$ cat src/hdl/mlse_pkg.sv
`default_nettype none

package mlse_pkg;

  // Sizing
  localparam int NUM_STACKS  = 10;
  localparam int POOL_DEPTH  = 256;
  localparam int QUEUE_DEPTH = 2;

  // Widths of the item fields
  localparam int FIELD_W  = 16;
  localparam int SID_IN_W = 4;
  localparam int STAT_W   = 2;
  localparam int REC_W    = 3 * FIELD_W;

  // Node address, node pointer (with null code), stack index
  localparam int AW = (POOL_DEPTH > 1) ? $clog2(POOL_DEPTH) : 1;
  localparam int PW = $clog2(POOL_DEPTH + 1);
  localparam int SW = (NUM_STACKS > 1) ? $clog2(NUM_STACKS) : 1;

  // Queue pointer and fill count
  localparam int QAW = (QUEUE_DEPTH > 1) ? $clog2(QUEUE_DEPTH) : 1;
  localparam int QCW = $clog2(QUEUE_DEPTH + 1);

  localparam logic [PW-1:0] NULL_PTR = PW'(POOL_DEPTH);

  localparam logic ACT_PUSH = 1'b0;
  localparam logic ACT_POP  = 1'b1;

  typedef enum logic [STAT_W-1:0] {
    ST_OK    = 2'd0,
    ST_EMPTY = 2'd1,
    ST_FULL  = 2'd2
  } status_e;

  typedef enum logic [1:0] {
    CMD_PUSH     = 2'd0,
    CMD_POP      = 2'd1,
    CMD_BAD_PUSH = 2'd2,
    CMD_BAD_POP  = 2'd3
  } cmd_e;

  typedef struct packed {
    cmd_e              op;
    logic [SW-1:0]     sid;
    logic [REC_W-1:0]  rec;
  } cmd_t;

  typedef enum logic {
    BK_IDLE   = 1'b0,
    BK_COMMIT = 1'b1
  } back_state_e;

endpackage

`default_nettype wire

$ cat src/hdl/mlse_queue.sv
`default_nettype none

module mlse_queue (
  input  wire               clk_i,
  input  wire               rst_ni,
  input  wire               push_valid_i,
  output logic              push_ready_o,
  input  mlse_pkg::cmd_t    push_cmd_i,
  output logic              pop_valid_o,
  input  wire               pop_ready_i,
  output mlse_pkg::cmd_t    pop_cmd_o
);

  mlse_pkg::cmd_t              slot_q [mlse_pkg::QUEUE_DEPTH];
  logic [mlse_pkg::QAW-1:0]    wr_ptr_q, wr_ptr_d;
  logic [mlse_pkg::QAW-1:0]    rd_ptr_q, rd_ptr_d;
  logic [mlse_pkg::QCW-1:0]    count_q, count_d;
  logic                        do_push, do_pop;

  assign push_ready_o = count_q != mlse_pkg::QCW'(mlse_pkg::QUEUE_DEPTH);
  assign pop_valid_o  = count_q != '0;
  assign pop_cmd_o    = slot_q[rd_ptr_q];
  assign do_push      = push_valid_i && push_ready_o;
  assign do_pop       = pop_valid_o && pop_ready_i;

  always_comb begin
    wr_ptr_d = wr_ptr_q;
    rd_ptr_d = rd_ptr_q;
    count_d  = count_q;
    if (do_push) begin
      wr_ptr_d = (wr_ptr_q == mlse_pkg::QAW'(mlse_pkg::QUEUE_DEPTH - 1)) ? '0
                 : wr_ptr_q + 1'b1;
    end
    if (do_pop) begin
      rd_ptr_d = (rd_ptr_q == mlse_pkg::QAW'(mlse_pkg::QUEUE_DEPTH - 1)) ? '0
                 : rd_ptr_q + 1'b1;
    end
    if (do_push && !do_pop) begin
      count_d = count_q + 1'b1;
    end else if (do_pop && !do_push) begin
      count_d = count_q - 1'b1;
    end
  end

  always_ff @(posedge clk_i or negedge rst_ni) begin
    if (!rst_ni) begin
      wr_ptr_q <= '0;
      rd_ptr_q <= '0;
      count_q  <= '0;
    end else begin
      wr_ptr_q <= wr_ptr_d;
      rd_ptr_q <= rd_ptr_d;
      count_q  <= count_d;
    end
  end

  always_ff @(posedge clk_i) begin
    if (do_push) begin
      slot_q[wr_ptr_q] <= push_cmd_i;
    end
  end

endmodule

`default_nettype wire

$ cat config.mk
export PLATFORM = sky130hd
export DESIGN_NAME = mlse_queue
export DESIGN_NICKNAME = d
export VERILOG_FILES = /design/src/hdl/mlse_pkg.sv /design/src/hdl/mlse_queue.sv
export SDC_FILE = /design/constraint.sdc
export NUM_CORES = 1
export LEC_CHECK = 0
export ABC_AREA = 1
export BUFFER_PORTS_ARGS = -buffer_cell sky130_fd_sc_hd__buf_2
export CAP_MARGIN = 20
export CORE_MARGIN = 5
export CORE_UTILIZATION = 35
export DETAILED_ROUTE_END_ITERATION = 6
export HOLD_SLACK_MARGIN = 0.1
export PLACE_DENSITY = 0.59
export RECOVER_POWER = 100
export SLEW_MARGIN = 20
export SYNTH_ARGS = -nofsm -noshare
export SYNTH_HDL_FRONTEND = slang
export SYNTH_SLANG_ARGS = --single-unit
$ cat constraint.sdc
create_clock -name clk_i -period 6.15 [get_ports clk_i]
set_clock_uncertainty 0.2 [all_clocks]
set_input_delay 0 -clock clk_i [delete_from_list [all_inputs] [get_ports clk_i]]
set_output_delay 0 -clock clk_i [all_outputs]
set_load 0.01 [all_outputs]
Word-level counts from Yosys, hierarchy flattened
Memories as Yosys holds them, arrays and structs flattened.
Cells that the tools add are included.
{"block": "word_totals", "latchBits": 0, "output_inout_bits": 56, "wordCells": 23, "ramBits": 108, "reg_bits": 4, "input_bits": 58, "n_memories": 1, "romBits": 0}
{"memory": "slot_q", "words": 2, "width": 54, "rd": 1, "rd_clocked_by_memory_dff": 0, "write_ports": 1, "line": "mlse_queue.sv:14", "source": "mlse_pkg::cmd_t slot_q [mlse_pkg::QUEUE_DEPTH];"}
{"block": "op_classes", "addsub": 4, "mux": 6, "shifts": 0, "bitwise_logic": 0, "n_lt_le_gt_ge": 0, "n_mul": 0, "eq_ne": 1, "reduce_logical": 8, "n_div": 0}
{"cell": "$logic_and 1x1->1", "n": 4}
{"cell": "$mux 1", "n": 4}
{"cell": "$mux 2", "n": 2}
{"cell": "$reduce_bool 2->1", "n": 2}
{"cell": "$add 1x1->1 const B", "n": 2}
{"cell": "$add 2x1->2 const B", "n": 1}
{"cell": "$logic_not 1->1", "n": 2}
{"cell": "$ne 2x2->1 const B", "n": 1}
{"cell": "$sub 2x1->2 const B", "n": 1}

Logic depth before layout (Yosys ltp)
Gate-level depths: netlist of run 1.
{"block": "depth", "depth_word": 6, "mapped_depth": 10, "depth_no_buf": 10}

Worst setup path before layout of run 1
No wires, ideal clock.
{"block": "synth_timing", "path_kind": "reg-to-reg", "from": "register count_q[0] (netlist bit)", "to": "memory slot_q[0][0] (netlist bit) (enable)", "required_ps": 5484, "path_stages_with_launch": 5, "period_less_slack_ps": 3583, "t_arrival_ps": 2917, "setup_slack_ps": 2567, "path_cell_list": "dfrtp_1 inv_1 nand2_1 nand2_2 nor2_1"}
{"block": "synth_between", "elab_chain_len": 4}
{"item": "from (decl)", "line": "mlse_queue.sv:17", "source": "logic [mlse_pkg::QCW-1:0] count_q, count_d;"}
{"item": "from (signal assigned)", "line": "mlse_queue.sv:53", "source": "count_q <= count_d;"}
{"item": "$ne 2x2->1", "line": "mlse_queue.sv:20", "source": "assign push_ready_o = count_q != mlse_pkg::QCW'(mlse_pkg::QUEUE_DEPTH);"}
{"item": "via push_ready_o", "line": "mlse_queue.sv:7", "source": "output logic push_ready_o,"}
{"item": "$logic_and 1x1->1", "line": "mlse_queue.sv:23", "source": "assign do_push = push_valid_i && push_ready_o;"}
{"item": "$mux 1", "line": "mlse_queue.sv:58", "source": "if (do_push) begin"}
{"item": "$mux 1 (implied by the code)", "line": "mlse_queue.sv:59", "source": "slot_q[wr_ptr_q] <= push_cmd_i;"}
{"item": "to (decl)", "line": "mlse_queue.sv:14"}
The timed path passes the listed nets, and every way through them passes these cells.

Worst setup path in the final report of run 1
{"block": "layout_timing", "from": "register count_q[0] (netlist bit)", "to": "memory slot_q[0][50] (netlist bit) (enable)"}
{"block": "layout_between", "elab_chain_len": 4}
{"item": "$ne 2x2->1", "line": "mlse_queue.sv:20"}
{"item": "$logic_and 1x1->1", "line": "mlse_queue.sv:23"}
{"item": "$mux 1", "line": "mlse_queue.sv:58"}
{"item": "$mux 1 (implied by the code)", "line": "mlse_queue.sv:59"}
No other way between the ends.

==> impl_metrics.tcl, run 1 <==
set metrics [dict create \
    clock_path_buffers 2 \
    htreeDepth 3 \
    drive_gt1_frac 0.0736 \
    cts_repair_resize_count 0 \
    clk_pin_slew_ns 0.07 \
    pre_cts_slack_ns 3.98 \
    fill_cells 1066 \
    fin_crit_sh 0.616 \
    postSynthCellCount 310 \
    rrSetupSlack_ns 2.36 \
    core_mm2 0.0116 \
    ios 114 \
    overflow 0 \
    relSlewSlack -1.13 \
    cts_sinks 112 \
    period_minus_slack_ns 3.79 \
    status "complete, but fails checks" \
    ant_nets 0 \
    netlist_area_mm2 0.00417 \
    leakage_nw 2.18 \
    insertion_delay_ns 0.33 \
    ys_types 15 \
    finalMaxSlewViolations 166 \
    max_cap_violations 3 \
    max_freq_mhz 264 \
    hold_slack_ns 0.189 \
    setup_viol 0 \
    cts_root_buf "clkbuf_16" \
    wl_per_cell_um 13.5 \
    synthTopCellsByArea "edfxtp_1 78%, nand2_1 15%, dfrtp_1 2.4%" \
    dr.pass1.iters 4 \
    yosys_warnings 0 \
    total_power_w 0.00240 \
    syn_nets 369 \
    nets 543 \
    crit_fanout 54 \
    ir_drop_mv 0.192 \
    wirelength_um 8520 \
    layout_setup_ws_ns 2.36 \
    route.detailed.drc 0 \
    power_density_mw_per_mm2 431 \
    grt_start_max_net_pins 57 \
    crit_path_end_kind "flip-flop" \
    diodes 0 \
    finalHoldViolCount 0 \
    drt_iter0_markers 112 \
    hold_class "in2reg" \
    yosysSeqAreaShare 0.801 \
    die_height_um 119 \
    vias 2727 \
    required_ns 5.83 \
    violations "capacitance limit, slew limit" \
    num_rows 39 \
    synth_top_area_frac 0.777 \
    dieArea_mm2 0.0142 \
    grt_pass1_vias 2830 \
    ys_ff_latch 112 \
    globalplace.congestion 0.704 \
    arrival_ns 3.47 \
    place_area_mm2 0.00485 \
    layout_commonest_cell "nand2_1" \
    antenna_found_initial 0 \
    cts_tree "done" \
    dpl.hpwl_um 4910 \
    via_per_inst 4.31 \
    cts_buffers 9 \
    start_util 0.361 \
    synth.largest_area_cell "edfxtp_1" \
    fin_area_mm2 0.00558 \
    worst_pin_slew_ns 3.19 \
    rsz0062_at_grt "no" \
    most-common-layout-cells "172 x nand2_1, 108 x edfxtp_1, 97 x clkbuf_1, 58 x dlygate4sd3_1, 18 x buf_2" \
    setup_tns_ns 0 \
    crit_type "reg2reg" \
    startpoint_type "flip-flop" \
    grt_pass1_wl_um 13900 \
    io_buffers 113 \
    die_x_um 119 \
    grt_usage 0.122 \
    synthToLayoutAreaGrowth_pct 33.7 \
    avgSynthCellArea_um2 13.5 \
]
[synthesized netlist by cell type (all sizes together)]
cell / instances
ha: 1
nand3: 2
dfrtp: 4
edfxtp: 108
buf: 6
inv: 7
nand2: 172
xor2: 1
nor2: 2
clkbuf: 5
nand4: 1
xnor2: 1
[metal layers]
layer | vias up | share of wire | GRT usage | wire (µm)
met5 | - | 0 | 0 | 0
met4 | 0 | 0.0055 | 0.0261 | 47
met3 | 4 | 0.049 | 0.0393 | 419
met2 | 77 | 0.51 | 0.221 | 4340
met1 | 1267 | 0.44 | 0.140 | 3710
li1 | 1379 | - | - | -
[final timing paths]
check / startpoint / to / cells after the start
min in group asynchronous: rst_ni / count_q[0] / 3
max in group asynchronous: rst_ni / rd_ptr_q / 3
min: push_cmd_i[52] / slot_q[0][52] / 2
max reg2reg: count_q[0] / slot_q[0][50] / 5
min reg2reg: count_q[0] / count_q[0] / 1
max: count_q[0] / slot_q[0][50] / 5
[stage by stage]
step / utilization / cells
floorplan: - / 310
global placement: 0.420 / 558
detailed placement: 0.420 / 558
CTS: 0.494 / 632
global route: 0.482 / 632
finish: 0.482 / 632
[cell families (layout without fill, tap and decap cells)]
logic type	Yosys count	after routing	synth area share
and+or+nand+nor	177	177	0.161
DFF	112	112	0.801
buffers and inverters	18	197	0.0306
xor gates and xnor gates	2	2	0.00420
adders and majority gates	1	1	0.00300
[flip-flops by register name, summed over array words and instances (netlist names)]
name and flops:
count_q 2, rd_ptr_q 1, slot_q 108, wr_ptr_q 1
[final cells by class]
| class | count | area (µm²) | area share |
|---|---|---|---|
| flip-flops and latches | 112 | 3340 | 0.599 |
| clock inverters | 7 | 47.5 | 0.00852 |
| repair buffers | 174 | 1040 | 0.187 |
| multi-input cells | 180 | 714 | 0.128 |
| well taps | 143 | 179 | 0.0321 |
| clock buffers | 9 | 225 | 0.0404 |
| inverters | 7 | 26.3 | 0.00471 |
[critical path: stages, from the launching register on]
cell,delay (ns)
dfrtp_1,0.38
inv_1,0.08
nand2_1,0.10
nand2_1,0.18
nor2_4,0.11
clkbuf_1,2.26
[report_power, final]
part,total (W),internal (W),switching [W]
Clock,0.000527,0.000275,0.000252
Combinational,0.000772,0.000225,0.000547
Sequential,0.00110,0.00106,0.0000411
[repair_timing]
action	4_1_cts	5_1_grt
endpoints found under the hold margin	116	0
setup buffers	0	0
hold buffers	58	0
Note: power is estimated with default switching activity, not from simulation.
==> run 2: changes to the inputs <==
--- a/config.mk
+++ b/config.mk
@@ -12,7 +12,7 @@
 export CORE_UTILIZATION = 35
 export DETAILED_ROUTE_END_ITERATION = 6
 export HOLD_SLACK_MARGIN = 0.1
-export PLACE_DENSITY = 0.59
+export PLACE_DENSITY = 0.61
 export RECOVER_POWER = 100
 export SLEW_MARGIN = 20
 export SYNTH_ARGS = -nofsm -noshare
==> constraint.sdc (replaced) <==
create_clock -name clk_i -period 3.2 [get_ports clk_i]
set_clock_uncertainty 0.2 [all_clocks]
set_input_delay 0 -clock clk_i [delete_from_list [all_inputs] [get_ports clk_i]]
set_output_delay 0 -clock clk_i [all_outputs]
set_load 0.01 [all_outputs]
==> run 2 against run 1 <==
Compared with the run above: the flow now finishes without violations; hold slack lost 0.016 ns; cell count is the same; clock-buffer cell count is the same; global-route usage grew 0.24 points; largest cell class unchanged; largest power group unchanged; highest routed layer unchanged.
==> impl_metrics.tcl, run 2 (synthesis results as in run 1) <==
set metrics [dict create \
    status "completed" \
    dp_cells 558 \
    max_freq_mhz 394 \
    crit_fanout 54 \
    crit_type "reg2reg" \
    fin_crit_sh 0.794 \
    max_stage_delay_ns 1.08 \
    grt_usage 0.124 \
    rsz0062_at_grt "no" \
    dpl.hpwl_um 5120 \
    dr.pass1.iters 5 \
    finalMaxSlewViolations 0 \
    leakage_nw 2.20 \
    synthToLayoutAreaGrowth_pct 34.5 \
    most-common-layout-cells "172 x nand2_1, 108 x edfxtp_1, 96 x clkbuf_1, 58 x dlygate4sd3_1, 16 x buf_2" \
    globalplace.congestion 0.779 \
    hold_class "in2reg" \
    start_util 0.361 \
    arrival_ns 2.28 \
    grt_pass1_wl_um 13900 \
    num_rows 39 \
    fin_area_mm2 0.00561 \
    cts_tree "done" \
    combPwrFrac 0.313 \
    largest_reg_flops 108 \
    cts_sinks 112 \
    power_density_mw_per_mm2 836 \
    switching_share 0.348 \
    insertion_delay_ns 0.34 \
    cts_root_buf "clkbuf_16" \
    fin_cells 632 \
    largest-register "slot_q" \
    die_x_um 119 \
    overflow 0 \
    max_cap_violations 0 \
    cp_cell_sequence "inv_1 > nand2_1 > nand2_1 > nor2_4 > clkbuf_2" \
    final_util 0.485 \
    multi_input_comb_area_um2 714 \
    finalHoldViolCount 0 \
    relSlewSlack 0.0279 \
    cp_slowest_cell "clkbuf_2" \
    wl_per_cell_um 13.7 \
    drt_iter0_markers 127 \
    nets 543 \
    drive_gt1_frac 0.0818 \
    worst_pin_slew_ns 1.46 \
    die_height_um 119 \
    place_area_mm2 0.00485 \
    startpoint_type "flip-flop" \
    antenna_found_initial 0 \
    core_mm2 0.0116 \
    grt_start_max_net_pins 56 \
    setup_viol 0 \
    setup_tns_ns 0 \
    diodes 0 \
    crit_path_end_kind "flip-flop" \
    clkPwrFrac 0.239 \
    pre_cts_slack_ns 1.22 \
    required_ns 2.94 \
    dieArea_mm2 0.0142 \
    vias 2732 \
    p_sw_w 0.00163 \
    via_per_inst 4.32 \
    register_area_mm2 0.00334 \
    layout_setup_ws_ns 0.661 \
    htreeDepth 3 \
    ant_nets 0 \
    layout_commonest_cell "nand2_1" \
    sequentialPowerShare 0.448 \
    period_minus_slack_ns 2.54 \
    p_int_w 0.00306 \
    clock_path_buffers 2 \
    ios 114 \
    ir_drop_mv 0.427 \
    top_regs "slot_q x108, count_q x2" \
    grt_pass1_vias 2842 \
    fill_cells 1077 \
    clk_pin_slew_ns 0.07 \
    post_cts_buffers 0 \
    cts_buffers 9 \
    wirelength_um 8640 \
    cpMostUsedCell "nand2_1" \
    io_buffers 113 \
    route.detailed.drc 0 \
]
-- run 2: per-stage QoR --
step / hold slack [ns] / total power (W)
after floorplan: -0.496 / 0.00310
after global placement: -0.387 / 0.00367
after detailed placement: -0.383 / 0.00369
after CTS: 0.157 / 0.00487
after global routing: 0.169 / 0.00504
final: 0.172 / 0.00469
-- run 2: final timing paths --
kind | from | endpoint | slack, ns | cells after the start
max | count_q[0] | slot_q[0][47] | 0.66 | 5
min | push_cmd_i[27] | slot_q[0][27] | 0.17 | 2
max reg2reg | count_q[0] | slot_q[0][47] | 0.66 | 5
min reg2reg | count_q[0] | count_q[0] | 0.31 | 1
max in group asynchronous | rst_ni | rd_ptr_q | 2.24 | 3
min in group asynchronous | rst_ni | count_q[1] | 0.36 | 3
-- run 2: layer usage --
layer / share of wire / up-vias / GRT usage
met4: 0.015 / 0 / 0.0434
met3: 0.055 / 14 / 0.0332
li1: - / 1382 / -
met5: 0 / - / 0
met1: 0.42 / 1255 / 0.141
met2: 0.51 / 81 / 0.225
-- run 2: power by group through the flow --
stage | Sequential, W | Combinational [W] | Clock (W)
floorplan | 0.00213 | 0.000974 | 0
finish | 0.00210 | 0.00147 | 0.00112
CTS | 0.00209 | 0.00162 | 0.00115
detailed placement | 0.00212 | 0.00156 | 0
global placement | 0.00211 | 0.00155 | 0
global route | 0.00214 | 0.00168 | 0.00122
-- run 2: worst max-delay path, delay by kind of cell, from the launching register on --
kind	cells	cell delay [ns]
flip-flops	1	0.38
AND/OR/NAND/NOR	3	0.38
buffers and inverters	2	1.16
-- run 2: cell type report --
cell class | count | area share
multi-input cells | 180 | 0.127
repair buffers | 174 | 0.186
clock inverters | 7 | 0.0143
well taps | 143 | 0.0319
flip-flops and latches | 112 | 0.596
clock buffers | 9 | 0.0401
inverters | 7 | 0.00468
-- run 2: repair_timing --
item                      CTS  global route
resized for setup           0             0
hold buffers               58             0
hold endpoints to repair  116             0
